==> config.mk <==
export PLATFORM = sky130hd
export DESIGN_NAME = integer_to_roman_emitter
export DESIGN_NICKNAME = d
export VERILOG_FILES = /design/src/rtl/i2r_pkg.sv /design/src/rtl/i2r_front.sv /design/src/rtl/i2r_queue.sv /design/src/rtl/i2r_back.sv /design/src/rtl/integer_to_roman_emitter.sv
export SDC_FILE = /design/constraint.sdc
export NUM_CORES = 1
export LEC_CHECK = 0
export ABC_AREA = 1
export BUFFER_PORTS_ARGS = -buffer_cell sky130_fd_sc_hd__buf_4
export CORE_ASPECT_RATIO = 0.5
export CORE_MARGIN = 2
export CORE_UTILIZATION = 60
export DETAILED_ROUTE_END_ITERATION = 7
export PLACE_DENSITY = 0.86
export SYNTH_ARGS = -nofsm -noshare
export SYNTH_HDL_FRONTEND = slang
export SYNTH_SLANG_ARGS = --single-unit
==> constraint.sdc <==
create_clock -name clk -period 9.58 [get_ports clk]
set_input_delay 1.916 -clock clk [delete_from_list [all_inputs] [get_ports clk]]
set_output_delay 1.916 -clock clk [all_outputs]
set_load 0.01 [all_outputs]
==> src/rtl/i2r_pkg.sv <==
// Shared types and constants for the integer to Roman numeral emitter.
package i2r_pkg;

    // Input value width and the top of the convertible range
    localparam int VALUE_W   = 12;
    localparam int MAX_VALUE = 3999;

    // Output letter width (7-bit ASCII)
    localparam int LETTER_W  = 7;

    // Decimal digit layout: thousands fit in two bits, the rest are full BCD
    localparam int DIGIT_W   = 4;
    localparam int THOU_W    = 2;
    localparam int BCD_W     = 4 * DIGIT_W;

    // Binary to BCD conversion: shift-add-3 passes per cycle and cycle count
    localparam int DD_BITS   = 3;
    localparam int DD_STEPS  = VALUE_W / DD_BITS;

    // One classified job handed from the front end to the letter sequencer
    typedef struct packed {
        logic                err;
        logic [THOU_W-1:0]   thou;
        logic [DIGIT_W-1:0]  hund;
        logic [DIGIT_W-1:0]  tens;
        logic [DIGIT_W-1:0]  ones;
    } job_t;

endpackage

==> src/rtl/i2r_front.sv <==
// Front end: takes a value beat, range-checks it and converts it to decimal digits.
module i2r_front (
    input  logic                        clk,
    input  logic                        rst_n,
    input  logic [i2r_pkg::VALUE_W-1:0] value,
    input  logic                        push,
    output logic                        full,
    input  logic                        q_full,
    output logic                        q_push,
    output i2r_pkg::job_t               job
);
    import i2r_pkg::*;

    localparam int STEP_W = (DD_STEPS > 1) ? $clog2(DD_STEPS) : 1;
    localparam int ACC_W  = BCD_W + VALUE_W;
    localparam logic [STEP_W-1:0] LAST_STEP = STEP_W'(DD_STEPS - 1);

    logic                busy_reg, busy_next;
    logic [STEP_W-1:0]   step_reg, step_next;
    logic [VALUE_W-1:0]  bin_reg, bin_next;
    logic [BCD_W-1:0]    bcd_reg, bcd_next;
    logic                err_reg, err_next;
    logic [ACC_W-1:0]    acc;
    logic                accept;
    logic                final_step;

    // One shift-add-3 pass over the BCD digits and the remaining binary bits
    function automatic logic [ACC_W-1:0] dd_shift(input logic [ACC_W-1:0] x);
        logic [ACC_W-1:0] y;
        y = x;
        for (int i = 0; i < 4; i++) begin
            if (y[VALUE_W + DIGIT_W*i +: DIGIT_W] >= DIGIT_W'(5)) begin
                y[VALUE_W + DIGIT_W*i +: DIGIT_W] =
                    y[VALUE_W + DIGIT_W*i +: DIGIT_W] + DIGIT_W'(3);
            end
        end
        return y << 1;
    endfunction

    // Several conversion passes per cycle
    always_comb
    begin
        acc = {bcd_reg, bin_reg};
        for (int j = 0; j < DD_BITS; j++) begin
            acc = dd_shift(acc);
        end
    end

    // Handshakes: hand off on the final pass, take a new beat once free
    assign final_step = busy_reg && (step_reg == LAST_STEP);
    assign q_push     = final_step && !q_full;
    assign full       = busy_reg && !q_push;
    assign accept     = push && !full;

    // Job handed to the queue
    assign job.err  = err_reg;
    assign job.thou = acc[VALUE_W + 3*DIGIT_W +: THOU_W];
    assign job.hund = acc[VALUE_W + 2*DIGIT_W +: DIGIT_W];
    assign job.tens = acc[VALUE_W + DIGIT_W +: DIGIT_W];
    assign job.ones = acc[VALUE_W +: DIGIT_W];

    // Next-state logic
    always_comb
    begin
        busy_next = busy_reg;
        step_next = step_reg;
        bin_next  = bin_reg;
        bcd_next  = bcd_reg;
        err_next  = err_reg;
        if (accept) begin
            busy_next = 1'b1;
            step_next = '0;
            bin_next  = value;
            bcd_next  = '0;
            err_next  = (value == '0) || (value > VALUE_W'(MAX_VALUE));
        end else if (q_push) begin
            busy_next = 1'b0;
        end else if (busy_reg && !final_step) begin
            step_next = step_reg + STEP_W'(1);
            bin_next  = acc[VALUE_W-1:0];
            bcd_next  = acc[ACC_W-1:VALUE_W];
        end
    end

    // Control registers
    always_ff @(posedge clk or negedge rst_n)
    begin
        if (!rst_n) begin
            busy_reg <= 1'b0;
            step_reg <= '0;
        end else begin
            busy_reg <= busy_next;
            step_reg <= step_next;
        end
    end

    // Payload registers
    always_ff @(posedge clk)
    begin
        bin_reg <= bin_next;
        bcd_reg <= bcd_next;
        err_reg <= err_next;
    end

endmodule

==> src/rtl/i2r_queue.sv <==
// Short job queue between the front end and the letter sequencer.
module i2r_queue #(
    parameter int DEPTH = 2
) (
    input  logic          clk,
    input  logic          rst_n,
    input  logic          wr,
    input  i2r_pkg::job_t wr_job,
    output logic          full,
    input  logic          rd,
    output i2r_pkg::job_t rd_job,
    output logic          empty
);
    import i2r_pkg::*;

    localparam int AW = (DEPTH > 1) ? $clog2(DEPTH) : 1;
    localparam int CW = $clog2(DEPTH + 1);

    job_t              slot_reg [DEPTH];
    logic [AW-1:0]     wr_ptr_reg, wr_ptr_next;
    logic [AW-1:0]     rd_ptr_reg, rd_ptr_next;
    logic [CW-1:0]     cnt_reg, cnt_next;
    logic              do_wr, do_rd;

    assign full   = (cnt_reg == CW'(DEPTH));
    assign empty  = (cnt_reg == '0);
    assign do_wr  = wr && !full;
    assign do_rd  = rd && !empty;
    assign rd_job = slot_reg[rd_ptr_reg];

    // Pointer wrap and fill count
    always_comb
    begin
        wr_ptr_next = wr_ptr_reg;
        rd_ptr_next = rd_ptr_reg;
        cnt_next    = cnt_reg;
        if (do_wr) begin
            wr_ptr_next = (wr_ptr_reg == AW'(DEPTH - 1)) ? '0 : wr_ptr_reg + AW'(1);
        end
        if (do_rd) begin
            rd_ptr_next = (rd_ptr_reg == AW'(DEPTH - 1)) ? '0 : rd_ptr_reg + AW'(1);
        end
        if (do_wr && !do_rd) begin
            cnt_next = cnt_reg + CW'(1);
        end else if (do_rd && !do_wr) begin
            cnt_next = cnt_reg - CW'(1);
        end
    end

    always_ff @(posedge clk or negedge rst_n)
    begin
        if (!rst_n) begin
            wr_ptr_reg <= '0;
            rd_ptr_reg <= '0;
            cnt_reg    <= '0;
        end else begin
            wr_ptr_reg <= wr_ptr_next;
            rd_ptr_reg <= rd_ptr_next;
            cnt_reg    <= cnt_next;
        end
    end

    // Storage
    always_ff @(posedge clk)
    begin
        if (do_wr) begin
            slot_reg[wr_ptr_reg] <= wr_job;
        end
    end

endmodule

==> src/rtl/i2r_back.sv <==
// Back end: walks the decimal digits of a job and emits one Roman letter per cycle unless stalled.
module i2r_back (
    input  logic                         clk,
    input  logic                         rst_n,
    input  logic                         q_empty,
    output logic                         q_pop,
    input  i2r_pkg::job_t                job,
    output logic [i2r_pkg::LETTER_W-1:0] letter,
    output logic                         last,
    output logic                         range_error,
    output logic                         empty,
    input  logic                         pop
);
    import i2r_pkg::*;

    localparam int NUM_DIGITS = 4;
    localparam int POS_W      = $clog2(NUM_DIGITS);
    localparam int LEN_W      = 3;

    localparam logic [LETTER_W-1:0] CH_NONE = LETTER_W'(0);
    localparam logic [LETTER_W-1:0] CH_I = LETTER_W'(8'h49);
    localparam logic [LETTER_W-1:0] CH_V = LETTER_W'(8'h56);
    localparam logic [LETTER_W-1:0] CH_X = LETTER_W'(8'h58);
    localparam logic [LETTER_W-1:0] CH_L = LETTER_W'(8'h4C);
    localparam logic [LETTER_W-1:0] CH_C = LETTER_W'(8'h43);
    localparam logic [LETTER_W-1:0] CH_D = LETTER_W'(8'h44);
    localparam logic [LETTER_W-1:0] CH_M = LETTER_W'(8'h4D);

    // Letter groups by digit position, thousands first
    localparam logic [LETTER_W-1:0] ONE_SYM  [NUM_DIGITS] = '{CH_M, CH_C, CH_X, CH_I};
    localparam logic [LETTER_W-1:0] FIVE_SYM [NUM_DIGITS] = '{CH_NONE, CH_D, CH_L, CH_V};
    localparam logic [LETTER_W-1:0] TEN_SYM  [NUM_DIGITS] = '{CH_NONE, CH_M, CH_C, CH_X};

    logic [DIGIT_W-1:0]  dig_reg   [NUM_DIGITS];
    logic [DIGIT_W-1:0]  dig_next  [NUM_DIGITS];
    logic [DIGIT_W-1:0]  dig_after [NUM_DIGITS];
    logic [1:0]          k_reg, k_next;
    logic                err_pend_reg, err_pend_next;
    logic [LETTER_W-1:0] letter_reg, letter_next;
    logic                last_reg, last_next;
    logic                rerr_reg, rerr_next;
    logic                out_valid_reg, out_valid_next;

    logic [POS_W-1:0]    cur_pos;
    logic [DIGIT_W-1:0]  cur_d;
    logic [LEN_W-1:0]    cur_len;
    logic                digit_done;
    logic                active;
    logic                emit;
    logic                final_letter;
    logic [LETTER_W-1:0] cur_letter;

    // Number of letters a decimal digit takes
    function automatic logic [LEN_W-1:0] digit_len(input logic [DIGIT_W-1:0] d);
        logic [LEN_W-1:0] n;
        if (d < DIGIT_W'(4)) begin
            n = LEN_W'(d);
        end else if (d == DIGIT_W'(4) || d == DIGIT_W'(9)) begin
            n = LEN_W'(2);
        end else begin
            n = LEN_W'(d - DIGIT_W'(4));
        end
        return n;
    endfunction

    // Letter k of a digit's run
    function automatic logic [LETTER_W-1:0] digit_letter(
        input logic [DIGIT_W-1:0]  d,
        input logic [1:0]          k,
        input logic [LETTER_W-1:0] one,
        input logic [LETTER_W-1:0] five,
        input logic [LETTER_W-1:0] ten
    );
        logic [LETTER_W-1:0] ch;
        priority if (d < DIGIT_W'(4)) begin
            ch = one;
        end else if (d == DIGIT_W'(4)) begin
            ch = (k == 2'd0) ? one : five;
        end else if (d < DIGIT_W'(9)) begin
            ch = (k == 2'd0) ? five : one;
        end else begin
            ch = (k == 2'd0) ? one : ten;
        end
        return ch;
    endfunction

    // Pick the leading nonzero digit and its letter
    always_comb
    begin
        active = err_pend_reg;
        for (int i = 0; i < NUM_DIGITS; i++) begin
            active = active || (dig_reg[i] != '0);
        end

        cur_pos = POS_W'(NUM_DIGITS - 1);
        for (int i = NUM_DIGITS - 1; i >= 0; i--) begin
            if (dig_reg[i] != '0) begin
                cur_pos = POS_W'(i);
            end
        end

        cur_d      = dig_reg[cur_pos];
        cur_len    = digit_len(cur_d);
        digit_done = ({1'b0, k_reg} == (cur_len - LEN_W'(1)));
        cur_letter = digit_letter(cur_d, k_reg, ONE_SYM[cur_pos],
                                  FIVE_SYM[cur_pos], TEN_SYM[cur_pos]);

        dig_after = dig_reg;
        if (digit_done) begin
            dig_after[cur_pos] = '0;
        end

        final_letter = 1'b1;
        for (int i = 0; i < NUM_DIGITS; i++) begin
            final_letter = final_letter && (dig_after[i] == '0);
        end
        final_letter = final_letter || err_pend_reg;
    end

    // Emit when the output register is free or drains this cycle
    assign emit  = active && (!out_valid_reg || pop);
    assign q_pop = !q_empty && (!active || (emit && final_letter));

    // Next-state logic
    always_comb
    begin
        dig_next       = dig_reg;
        k_next         = k_reg;
        err_pend_next  = err_pend_reg;
        letter_next    = letter_reg;
        last_next      = last_reg;
        rerr_next      = rerr_reg;
        out_valid_next = out_valid_reg;

        if (emit) begin
            out_valid_next = 1'b1;
            letter_next    = err_pend_reg ? CH_NONE : cur_letter;
            last_next      = final_letter;
            rerr_next      = err_pend_reg;
            err_pend_next  = 1'b0;
            if (!err_pend_reg) begin
                dig_next = dig_after;
                k_next   = digit_done ? 2'd0 : k_reg + 2'd1;
            end
        end else if (pop) begin
            out_valid_next = 1'b0;
        end

        // Load the next job; an errored job carries no digits
        if (q_pop) begin
            err_pend_next = job.err;
            k_next        = 2'd0;
            if (job.err) begin
                for (int i = 0; i < NUM_DIGITS; i++) begin
                    dig_next[i] = '0;
                end
            end else begin
                dig_next[0] = DIGIT_W'(job.thou);
                dig_next[1] = job.hund;
                dig_next[2] = job.tens;
                dig_next[3] = job.ones;
            end
        end
    end

    // Control registers
    always_ff @(posedge clk or negedge rst_n)
    begin
        if (!rst_n) begin
            for (int i = 0; i < NUM_DIGITS; i++) begin
                dig_reg[i] <= '0;
            end
            k_reg         <= 2'd0;
            err_pend_reg  <= 1'b0;
            out_valid_reg <= 1'b0;
        end else begin
            dig_reg       <= dig_next;
            k_reg         <= k_next;
            err_pend_reg  <= err_pend_next;
            out_valid_reg <= out_valid_next;
        end
    end

    // Output payload register
    always_ff @(posedge clk)
    begin
        letter_reg <= letter_next;
        last_reg   <= last_next;
        rerr_reg   <= rerr_next;
    end

    assign letter      = letter_reg;
    assign last        = last_reg;
    assign range_error = rerr_reg;
    assign empty       = !out_valid_reg;

endmodule

==> src/rtl/integer_to_roman_emitter.sv <==
// Top level of the integer to Roman numeral emitter.
//
//  Channel  | Direction | Handshake            | Payload
//  ---------+-----------+----------------------+----------------------------
//  input    | in        | push / full          | value[11:0]
//  result   | out       | empty / pop          | letter[6:0], last, range_error
//
// The front end range-checks a value and converts it to decimal digits with
// 3 shift-add-3 passes per cycle; the back end emits one letter beat per cycle
// while the result is not stalled, 1 to 15 letters for each value.
// Reset is asynchronous and clears all control state; no clearing pass.
// A stalled result holds in the output register while the job queue and the
// front end keep taking values until the queue fills.
module integer_to_roman_emitter #(
    parameter int QUEUE_DEPTH = 2
) (
    input  logic                         clk,
    input  logic                         rst_n,
    input  logic [i2r_pkg::VALUE_W-1:0]  value,
    input  logic                         push,
    output logic                         full,
    output logic [i2r_pkg::LETTER_W-1:0] letter,
    output logic                         last,
    output logic                         range_error,
    output logic                         empty,
    input  logic                         pop
);
    import i2r_pkg::*;

    job_t front_job;
    job_t back_job;
    logic q_push;
    logic q_full;
    logic q_pop;
    logic q_empty;

    i2r_front u_front (
        .clk    (clk),
        .rst_n  (rst_n),
        .value  (value),
        .push   (push),
        .full   (full),
        .q_full (q_full),
        .q_push (q_push),
        .job    (front_job)
    );

    i2r_queue #(
        .DEPTH (QUEUE_DEPTH)
    ) u_queue (
        .clk    (clk),
        .rst_n  (rst_n),
        .wr     (q_push),
        .wr_job (front_job),
        .full   (q_full),
        .rd     (q_pop),
        .rd_job (back_job),
        .empty  (q_empty)
    );

    i2r_back u_back (
        .clk         (clk),
        .rst_n       (rst_n),
        .q_empty     (q_empty),
        .q_pop       (q_pop),
        .job         (back_job),
        .letter      (letter),
        .last        (last),
        .range_error (range_error),
        .empty       (empty),
        .pop         (pop)
    );

    // An out-of-range result is a single blank letter that closes its run
    a_err_single: assert property (@(posedge clk) disable iff (!rst_n)
        (!empty && range_error) |-> (last && letter == '0))
        else $error("range error beat is not a closing blank letter");

    // Every in-range beat carries a real letter
    a_letter_set: assert property (@(posedge clk) disable iff (!rst_n)
        (!empty && !range_error) |-> (letter != '0))
        else $error("in-range beat carries no letter");

    // The job queue is never full and empty at once
    a_queue_sane: assert property (@(posedge clk) disable iff (!rst_n)
        !(q_full && q_empty))
        else $error("job queue reports full and empty together");

    // The sequencer never pulls from an empty queue
    a_no_underrun: assert property (@(posedge clk) disable iff (!rst_n)
        q_pop |-> !q_empty)
        else $error("job queue read while empty");

endmodule
==> results.sh, run 1 <==
export IMPL_syn_avg_cell_area_um2=7.88
export IMPL_cp_required_ps=9800
export IMPL_via_per_inst=5.42
export IMPL_first_pass_iters=6
export IMPL_syn2layout_area_growth_pct=9.62
export IMPL_post_dp_hpwl_mm=8.95
export IMPL_status="completed"
export IMPL_setup_viol=0
export IMPL_io_pins=27
export IMPL_clock_latency_ps=340
export IMPL_grt_pass1_wl_mm=20.1
export IMPL_vias=4904
export IMPL_htree_levels=3
export IMPL_post_cts_buffers=0
export IMPL_layout_common_cells="nand2_1 (202), inv_1 (107), nand3_1 (66)"
export IMPL_die_h_um=73.9
export IMPL_arrival_ps=4740
export IMPL_crit_path_end_kind="flop"
export IMPL_drt_iter0_drc=395
export IMPL_grt_pass1_vias=4571
export IMPL_holdBufCountCts=0
export IMPL_yosys_area_top_type="edfxtp_1"
export IMPL_fin_setup_tns_ps=0
export IMPL_slowest_stage="dfrtp_1"
export IMPL_drive_above_1_share_pct=9.48
export IMPL_hp_class="reg2reg"
export IMPL_yosysTopAreaCellShare_pct=26.2
export IMPL_clock_sinks=94
export IMPL_multi_input_area_um2=2810
export IMPL_regArea_um2=2530
export IMPL_ys_types=45
export IMPL_grt_use_total_pct=24.1
export IMPL_slew_headroom_pct=25.4
export IMPL_synth_area_leaders="edfxtp_1 (26%), nand2_1 (13%), dfrtp_1 (12%)"
export IMPL_initial_core_util_pct=61.8
export IMPL_ys_seq_elements=94
export IMPL_synth_xor_area_share_pct=2.99
export IMPL_cts_tree="done"
export IMPL_grt_max_degree=36
export IMPL_cts_resized=0
export IMPL_nets=815
export IMPL_yosysWarningCount=0
export IMPL_synth_compound_area_share_pct=11.2
export IMPL_final_common_cell="nand2_1"
export IMPL_antenna_found_initial=0
export IMPL_synthMuxAreaShare_pct=0.513
export IMPL_rsz0062_at_grt="no"
export IMPL_critPathKind="reg2reg"
export IMPL_wl_per_cell_um=13.3
export IMPL_clock_skew_ps=5.89
export IMPL_synth_top_family_by_area="simple AND/OR/NAND/NOR gates"
export IMPL_syn_area_um2=5860
export IMPL_nFillCells=751
export IMPL_cts_made_buffers=9
export IMPL_core_um2=9480
export IMPL_synthCells=743
export IMPL_tightest_slew_ps=1090
export IMPL_max_cap_violations=0
export IMPL_start_kind="flop"
export IMPL_overflow=0
export IMPL_drc=0
export IMPL_antenna_left=0
export IMPL_num_rows=25
export IMPL_cpPeakStageDelay_ps=410
export IMPL_hold_violations=0
export IMPL_slew_violations=0
export IMPL_io_buffer_count=25
export IMPL_clockRootBuffer="clkbuf_16"
export IMPL_routed_wl_mm=12.0
export IMPL_period_needed_ps=4530
export IMPL_synth_fa_ha_area_share_pct=7.26
export IMPL_cts_path_max_buffers=2
export IMPL_fin_crit_sh_pct=47.3
export IMPL_synth_simple_gate_area_share_pct=26.0
export IMPL_die_area_um2=10600
export IMPL_syn_num_nets=793
export IMPL_num_antenna_cells=0
export IMPL_clk_pin_slew_worst_paths_ps=60
export IMPL_yosysSeqAreaShare_pct=43.2
export IMPL_max_freq_mhz=221
export IMPL_die_w_um=144
export IMPL_routabilityCongestion=0.887
export IMPL_largest_reg_flops=30
export IMPL_cp_max_fo=35
==> cell type report <==
class                      count  area share (%)
inverter                     113            6.61
sequential                    94            39.4
multi-input combinational    519            43.8
clock inverter                 4           0.487
clock buffer                  12            3.84
tap                          135            2.63
timing repair buffer          28            3.27
==> critical path: cells and delay by family (launching register included) <==
family | cells | cell delay, ps
fa+ha+maj | 2 | 700
xor+xnor | 2 | 340
flops | 1 | 410
simple gates | 15 | 1840
compound gates | 5 | 660
buf+inv | 4 | 440
==> cell usage after synthesis (all sizes together) <==
cell / number
xor2: 17
o41ai: 2
o311ai: 1
nor3: 1
dfrtp: 27
nor3b: 1
nor4: 1
edfxtp: 51
clkinv: 2
clkbuf: 12
o32ai: 1
o22ai: 2
o21a: 4
a21oi: 21
or2: 6
o31ai: 2
o21bai: 1
ha: 34
mux2i: 3
nor2: 54
conb: 1
dfxtp: 16
o211ai: 3
nand2: 212
a22oi: 2
a211oi: 4
o21ai: 66
a311oi: 1
nand3: 67
inv: 111
xnor2: 3
a31oi: 4
nand4: 5
buf: 5
==> worst paths after layout <==
check | startpoint | endpoint | slack, ps | cells after the start
min | u_queue.cnt_reg[0] | u_queue.cnt_reg[0] | 480 | 1
min reg2reg | u_queue.cnt_reg[0] | u_queue.cnt_reg[0] | 480 | 1
min in group asynchronous | rst_n | u_back.out_valid_reg | 1480 | 1
max in group asynchronous | rst_n | u_back.dig_reg[14] | 7840 | 1
max | u_back.dig_reg[13] | u_queue.cnt_reg[1] | 5050 | 28
max reg2reg | u_back.dig_reg[13] | u_queue.cnt_reg[1] | 5050 | 28
==> metal layers <==
metal / up-vias / routed length [um] / global-route usage [%] / share of wire, %
li1: 2457 / - / - / -
met1: 2261 / 5260 / 28.7 / 44
met2: 156 / 5890 / 43.7 / 49
met3: 30 / 580 / 5.15 / 4.8
met4: 0 / 282 / 9.04 / 2.3
met5: - / 0 / 0 / 0
==> cell families (layout without fill, tap and decap cells) <==
group / count (synthesis) / in the layout
fa+ha+maj: 34 / 34
simple gates: 347 / 347
mux: 3 / 3
compound gates: 114 / 114
flops: 94 / 94
xor+xnor: 20 / 20
other cells: 1 / 1
buf+inv: 130 / 157
==> stage by stage <==
stage / hold slack, ps / instance area [um^2] / setup slack (ps) / cells / util (%)
3_3_place_gp: 467 / 6140 / 5220 / 889 / 64.8
3_5_place_dp: 473 / 6140 / 5100 / 889 / 64.8
4_1_cts: 485 / 6420 / 5070 / 905 / 67.7
5_1_grt: 525 / 6420 / 4500 / 905 / 67.7
2_1_floorplan: 421 / 5860 / 5720 / 743 / -
6_report: 481 / 6420 / 5050 / 905 / 67.7
Power of run 1 is left out: the tool's default activity adds up to more than one toggle a clock period on the data nets, which glitch-free logic cannot reach.
==> run 2, diff against run 1 <==
--- a/config.mk
+++ b/config.mk
@@ -5,7 +5,7 @@
 export SDC_FILE = /design/constraint.sdc
 export NUM_CORES = 1
 export LEC_CHECK = 0
-export ABC_AREA = 1
+export ABC_AREA = 0
 export BUFFER_PORTS_ARGS = -buffer_cell sky130_fd_sc_hd__buf_4
 export CORE_ASPECT_RATIO = 0.5
 export CORE_MARGIN = 2
==> constraint.sdc (replaced) <==
create_clock -name clk -period 4.3 [get_ports clk]
set_input_delay 0.86 -clock clk [delete_from_list [all_inputs] [get_ports clk]]
set_output_delay 0.86 -clock clk [all_outputs]
set_load 0.01 [all_outputs]
==> run 2 against run 1 <==
  * Maximum frequency is 9.6% higher
  * Critical path depth fell by 9
  * Routed wire length fell by 2.2%
  * First-iteration DRC count decreased by 24%
  * Clock skew grew 2.4 ps
  * Synthesized cell count is 26% lower
  * Critical path type unchanged
  * Critical endpoint unchanged
  * Largest cell class unchanged
  * Highest routed layer unchanged
==> results.sh, run 2 <==
export IMPL_num_rows=24
export IMPL_syn2layout_area_growth_pct=12.5
export IMPL_die_area_um2=10300
export IMPL_r2r_start="u_back.dig_reg[9]"
export IMPL_die_w_um=141
export IMPL_nets=630
export IMPL_holdBufCountCts=0
export IMPL_setup_viol=0
export IMPL_hold_violations=0
export IMPL_via_per_inst=6.16
export IMPL_layout_common_cells="nand2_1 (64), edfxtp_1 (51), buf_4 (40)"
export IMPL_core_um2=8950
export IMPL_cts_made_buffers=9
export IMPL_io_buffer_count=25
export IMPL_io_pins=27
export IMPL_synth_edff_count=51
export IMPL_yosysMostFrequentCell="nand2_1"
export IMPL_largest_reg_flops=30
export IMPL_final_common_cell="nand2_1"
export IMPL_synth_ff_type="edfxtp_1"
export IMPL_cp_required_ps=4530
export IMPL_antenna_found_initial=0
export IMPL_drive_above_1_share_pct=18.1
export IMPL_synthCells=548
export IMPL_slew_headroom_pct=19.9
export IMPL_num_antenna_cells=0
export IMPL_synth_area_leaders="edfxtp_1 (27%), dfrtp_1 (12%), ha_1 (7.5%)"
export IMPL_grt_use_total_pct=23.8
export IMPL_crit_chain="nor4_4 > buf_4 > nand2_4 > o32a_4 > nor2_2 > a211oi_2 > ha_1 > or2b_2 > a211oi_4 > o21bai_1 > a222oi_1 > buf_4 > a21oi_2 > nor2_8 > inv_1 > ha_1 > xor2_1 > nor2_2 > xnor2_1"
export IMPL_clk_pin_slew_worst_paths_ps=70
export IMPL_yosysWarningCount=0
export IMPL_yosysTopAreaCellShare_pct=27.0
export IMPL_max_cap_violations=0
export IMPL_clock_latency_ps=340
export IMPL_die_h_um=72.7
export IMPL_initial_core_util_pct=63.3
export IMPL_cpPeakStageDelay_ps=450
export IMPL_max_freq_mhz=242
export IMPL_cts_path_max_buffers=2
export IMPL_start_kind="flop"
export IMPL_syn_avg_cell_area_um2=10.3
export IMPL_wl_per_cell_um=16.7
export IMPL_overflow=0
export IMPL_period_needed_ps=4130
export IMPL_synthArstFlopShare_pct=28.7
export IMPL_syn_area_um2=5670
export IMPL_fin_crit_sh_pct=96.1
export IMPL_clockRootBuffer="clkbuf_16"
export IMPL_tightest_slew_ps=1200
export IMPL_cts_tree="done"
export IMPL_arrival_ps=4360
export IMPL_drc=0
export IMPL_first_pass_iters=5
export IMPL_yosys_area_top_type="edfxtp_1"
export IMPL_routed_wl_mm=11.7
export IMPL_crit_path_end_kind="flop"
export IMPL_slowest_stage="o32a_4"
export IMPL_grt_pass1_wl_mm=19.2
export IMPL_status="completed"
export IMPL_clock_sinks=94
export IMPL_ys_types=66
export IMPL_hp_class="in2async"
export IMPL_routabilityCongestion=0.974
export IMPL_post_dp_hpwl_mm=8.20
export IMPL_vias=4322
export IMPL_fin_setup_tns_ps=0
export IMPL_slew_violations=0
export IMPL_grt_pass1_vias=4090
export IMPL_htree_levels=3
export IMPL_clock_skew_ps=8.25
export IMPL_cp_max_fo=8
export IMPL_grt_max_degree=28
export IMPL_startpoint="u_back.dig_reg[9]"
export IMPL_ys_seq_elements=94
export IMPL_critPathKind="reg2reg"
export IMPL_yosysSeqAreaShare_pct=44.6
export IMPL_synth_common_cells="nand2_1 (68), edfxtp_1 (51), ha_1 (34), nor2_1 (34)"
export IMPL_syn_num_nets=598
export IMPL_antenna_left=0
export IMPL_drt_iter0_drc=300
-- run 2: cell types whose count changed after synthesis, moves of 9 or more --
cell / previous run / this run
a21oi_1: 20 / 29
nand2_1: 202 / 68
xor2_1: 17 / 4
xnor2_1: 3 / 15
nor2_1: 48 / 34
o2bb2ai_1: 0 / 9
mux2i_1: 3 / 28
inv_1: 107 / 32
nand3_1: 66 / 7
nand2b_1: 0 / 12
o21ai_0: 63 / 32
o32ai_2: 0 / 11
-- run 2: critical path: cells and delay by family, from the launching register on --
kind | cells | cell delay [ps]
compound gates | 6 | 1370
simple gates | 6 | 1000
flops | 1 | 440
fa+ha+maj | 2 | 440
buf+inv | 3 | 430
xor+xnor | 2 | 310
-- run 2: cell families (layout without fill, tap and decap cells) --
| family | count (synthesis) | in the layout | synth area share (%) |
|---|---|---|---|
| buffers and inverters | 51 | 88 | 3.71 |
| and+or+nand+nor | 181 | 181 | 17.0 |
| adders and majority gates | 34 | 34 | 7.51 |
| muxes | 35 | 35 | 6.34 |
| AOI/OAI and AO/OA | 133 | 133 | 17.9 |
| other | 1 | 1 | 0.0662 |
| xor gates and xnor gates | 19 | 19 | 2.94 |
| DFF | 94 | 94 | 44.6 |
-- run 2: what timing repair did --
item | CTS | global route
gates resized for setup | 0 | 12
endpoints found under the setup margin | 1 | 20
buffers inserted | 2 | 5
pin swaps | 2 | 8
-- run 2: worst paths after layout --
path	end	slack, ps	cells past startpoint
worst max-delay path	u_queue.cnt_reg[1]	170	19
worst min-delay path	u_front.step_reg[0]	420	1
worst max register to register	u_queue.cnt_reg[1]	170	19
worst min register to register	u_front.bcd_reg[13]	480	2
max in group asynchronous	u_back.dig_reg[9]	3580	1
min in group clk	u_front.bcd_reg[13]	480	2
-- run 2: layer usage --
metal	vias up	part of all wire, %	GRT usage, %
met4	0	1.4	6.33
li1	2061	-	-
met1	2075	45	30.6
met3	19	6.1	6.43
met5	-	0	0
met2	167	48	40.6
-- run 2: through the flow --
stage	instances	hold slack [ps]	setup slack (ps)	area, um^2	utilization (%)
after floorplan	548	421	11.3	5690	-
after global placement	679	455	189	5990	66.9
after detailed placement	679	475	-12.5	5990	66.9
after CTS	697	420	0.589	6290	70.3
after global routing	702	435	-67.1	6370	71.2
final	702	416	168	6370	71.2
-- run 2: area by class of cell --
| class | count | area (um^2) |
|---|---|---|
| Fill cell | 647 | 2570 |
| Inverter | 32 | 120 |
| Multi-Input combinational cell | 403 | 3000 |
| Sequential cell | 94 | 2530 |
| Clock inverter | 7 | 57.6 |
| Tap cell | 117 | 146 |
| Clock buffer | 9 | 225 |
| Timing Repair Buffer | 40 | 300 |
Power of run 2 is left out for the same reason.
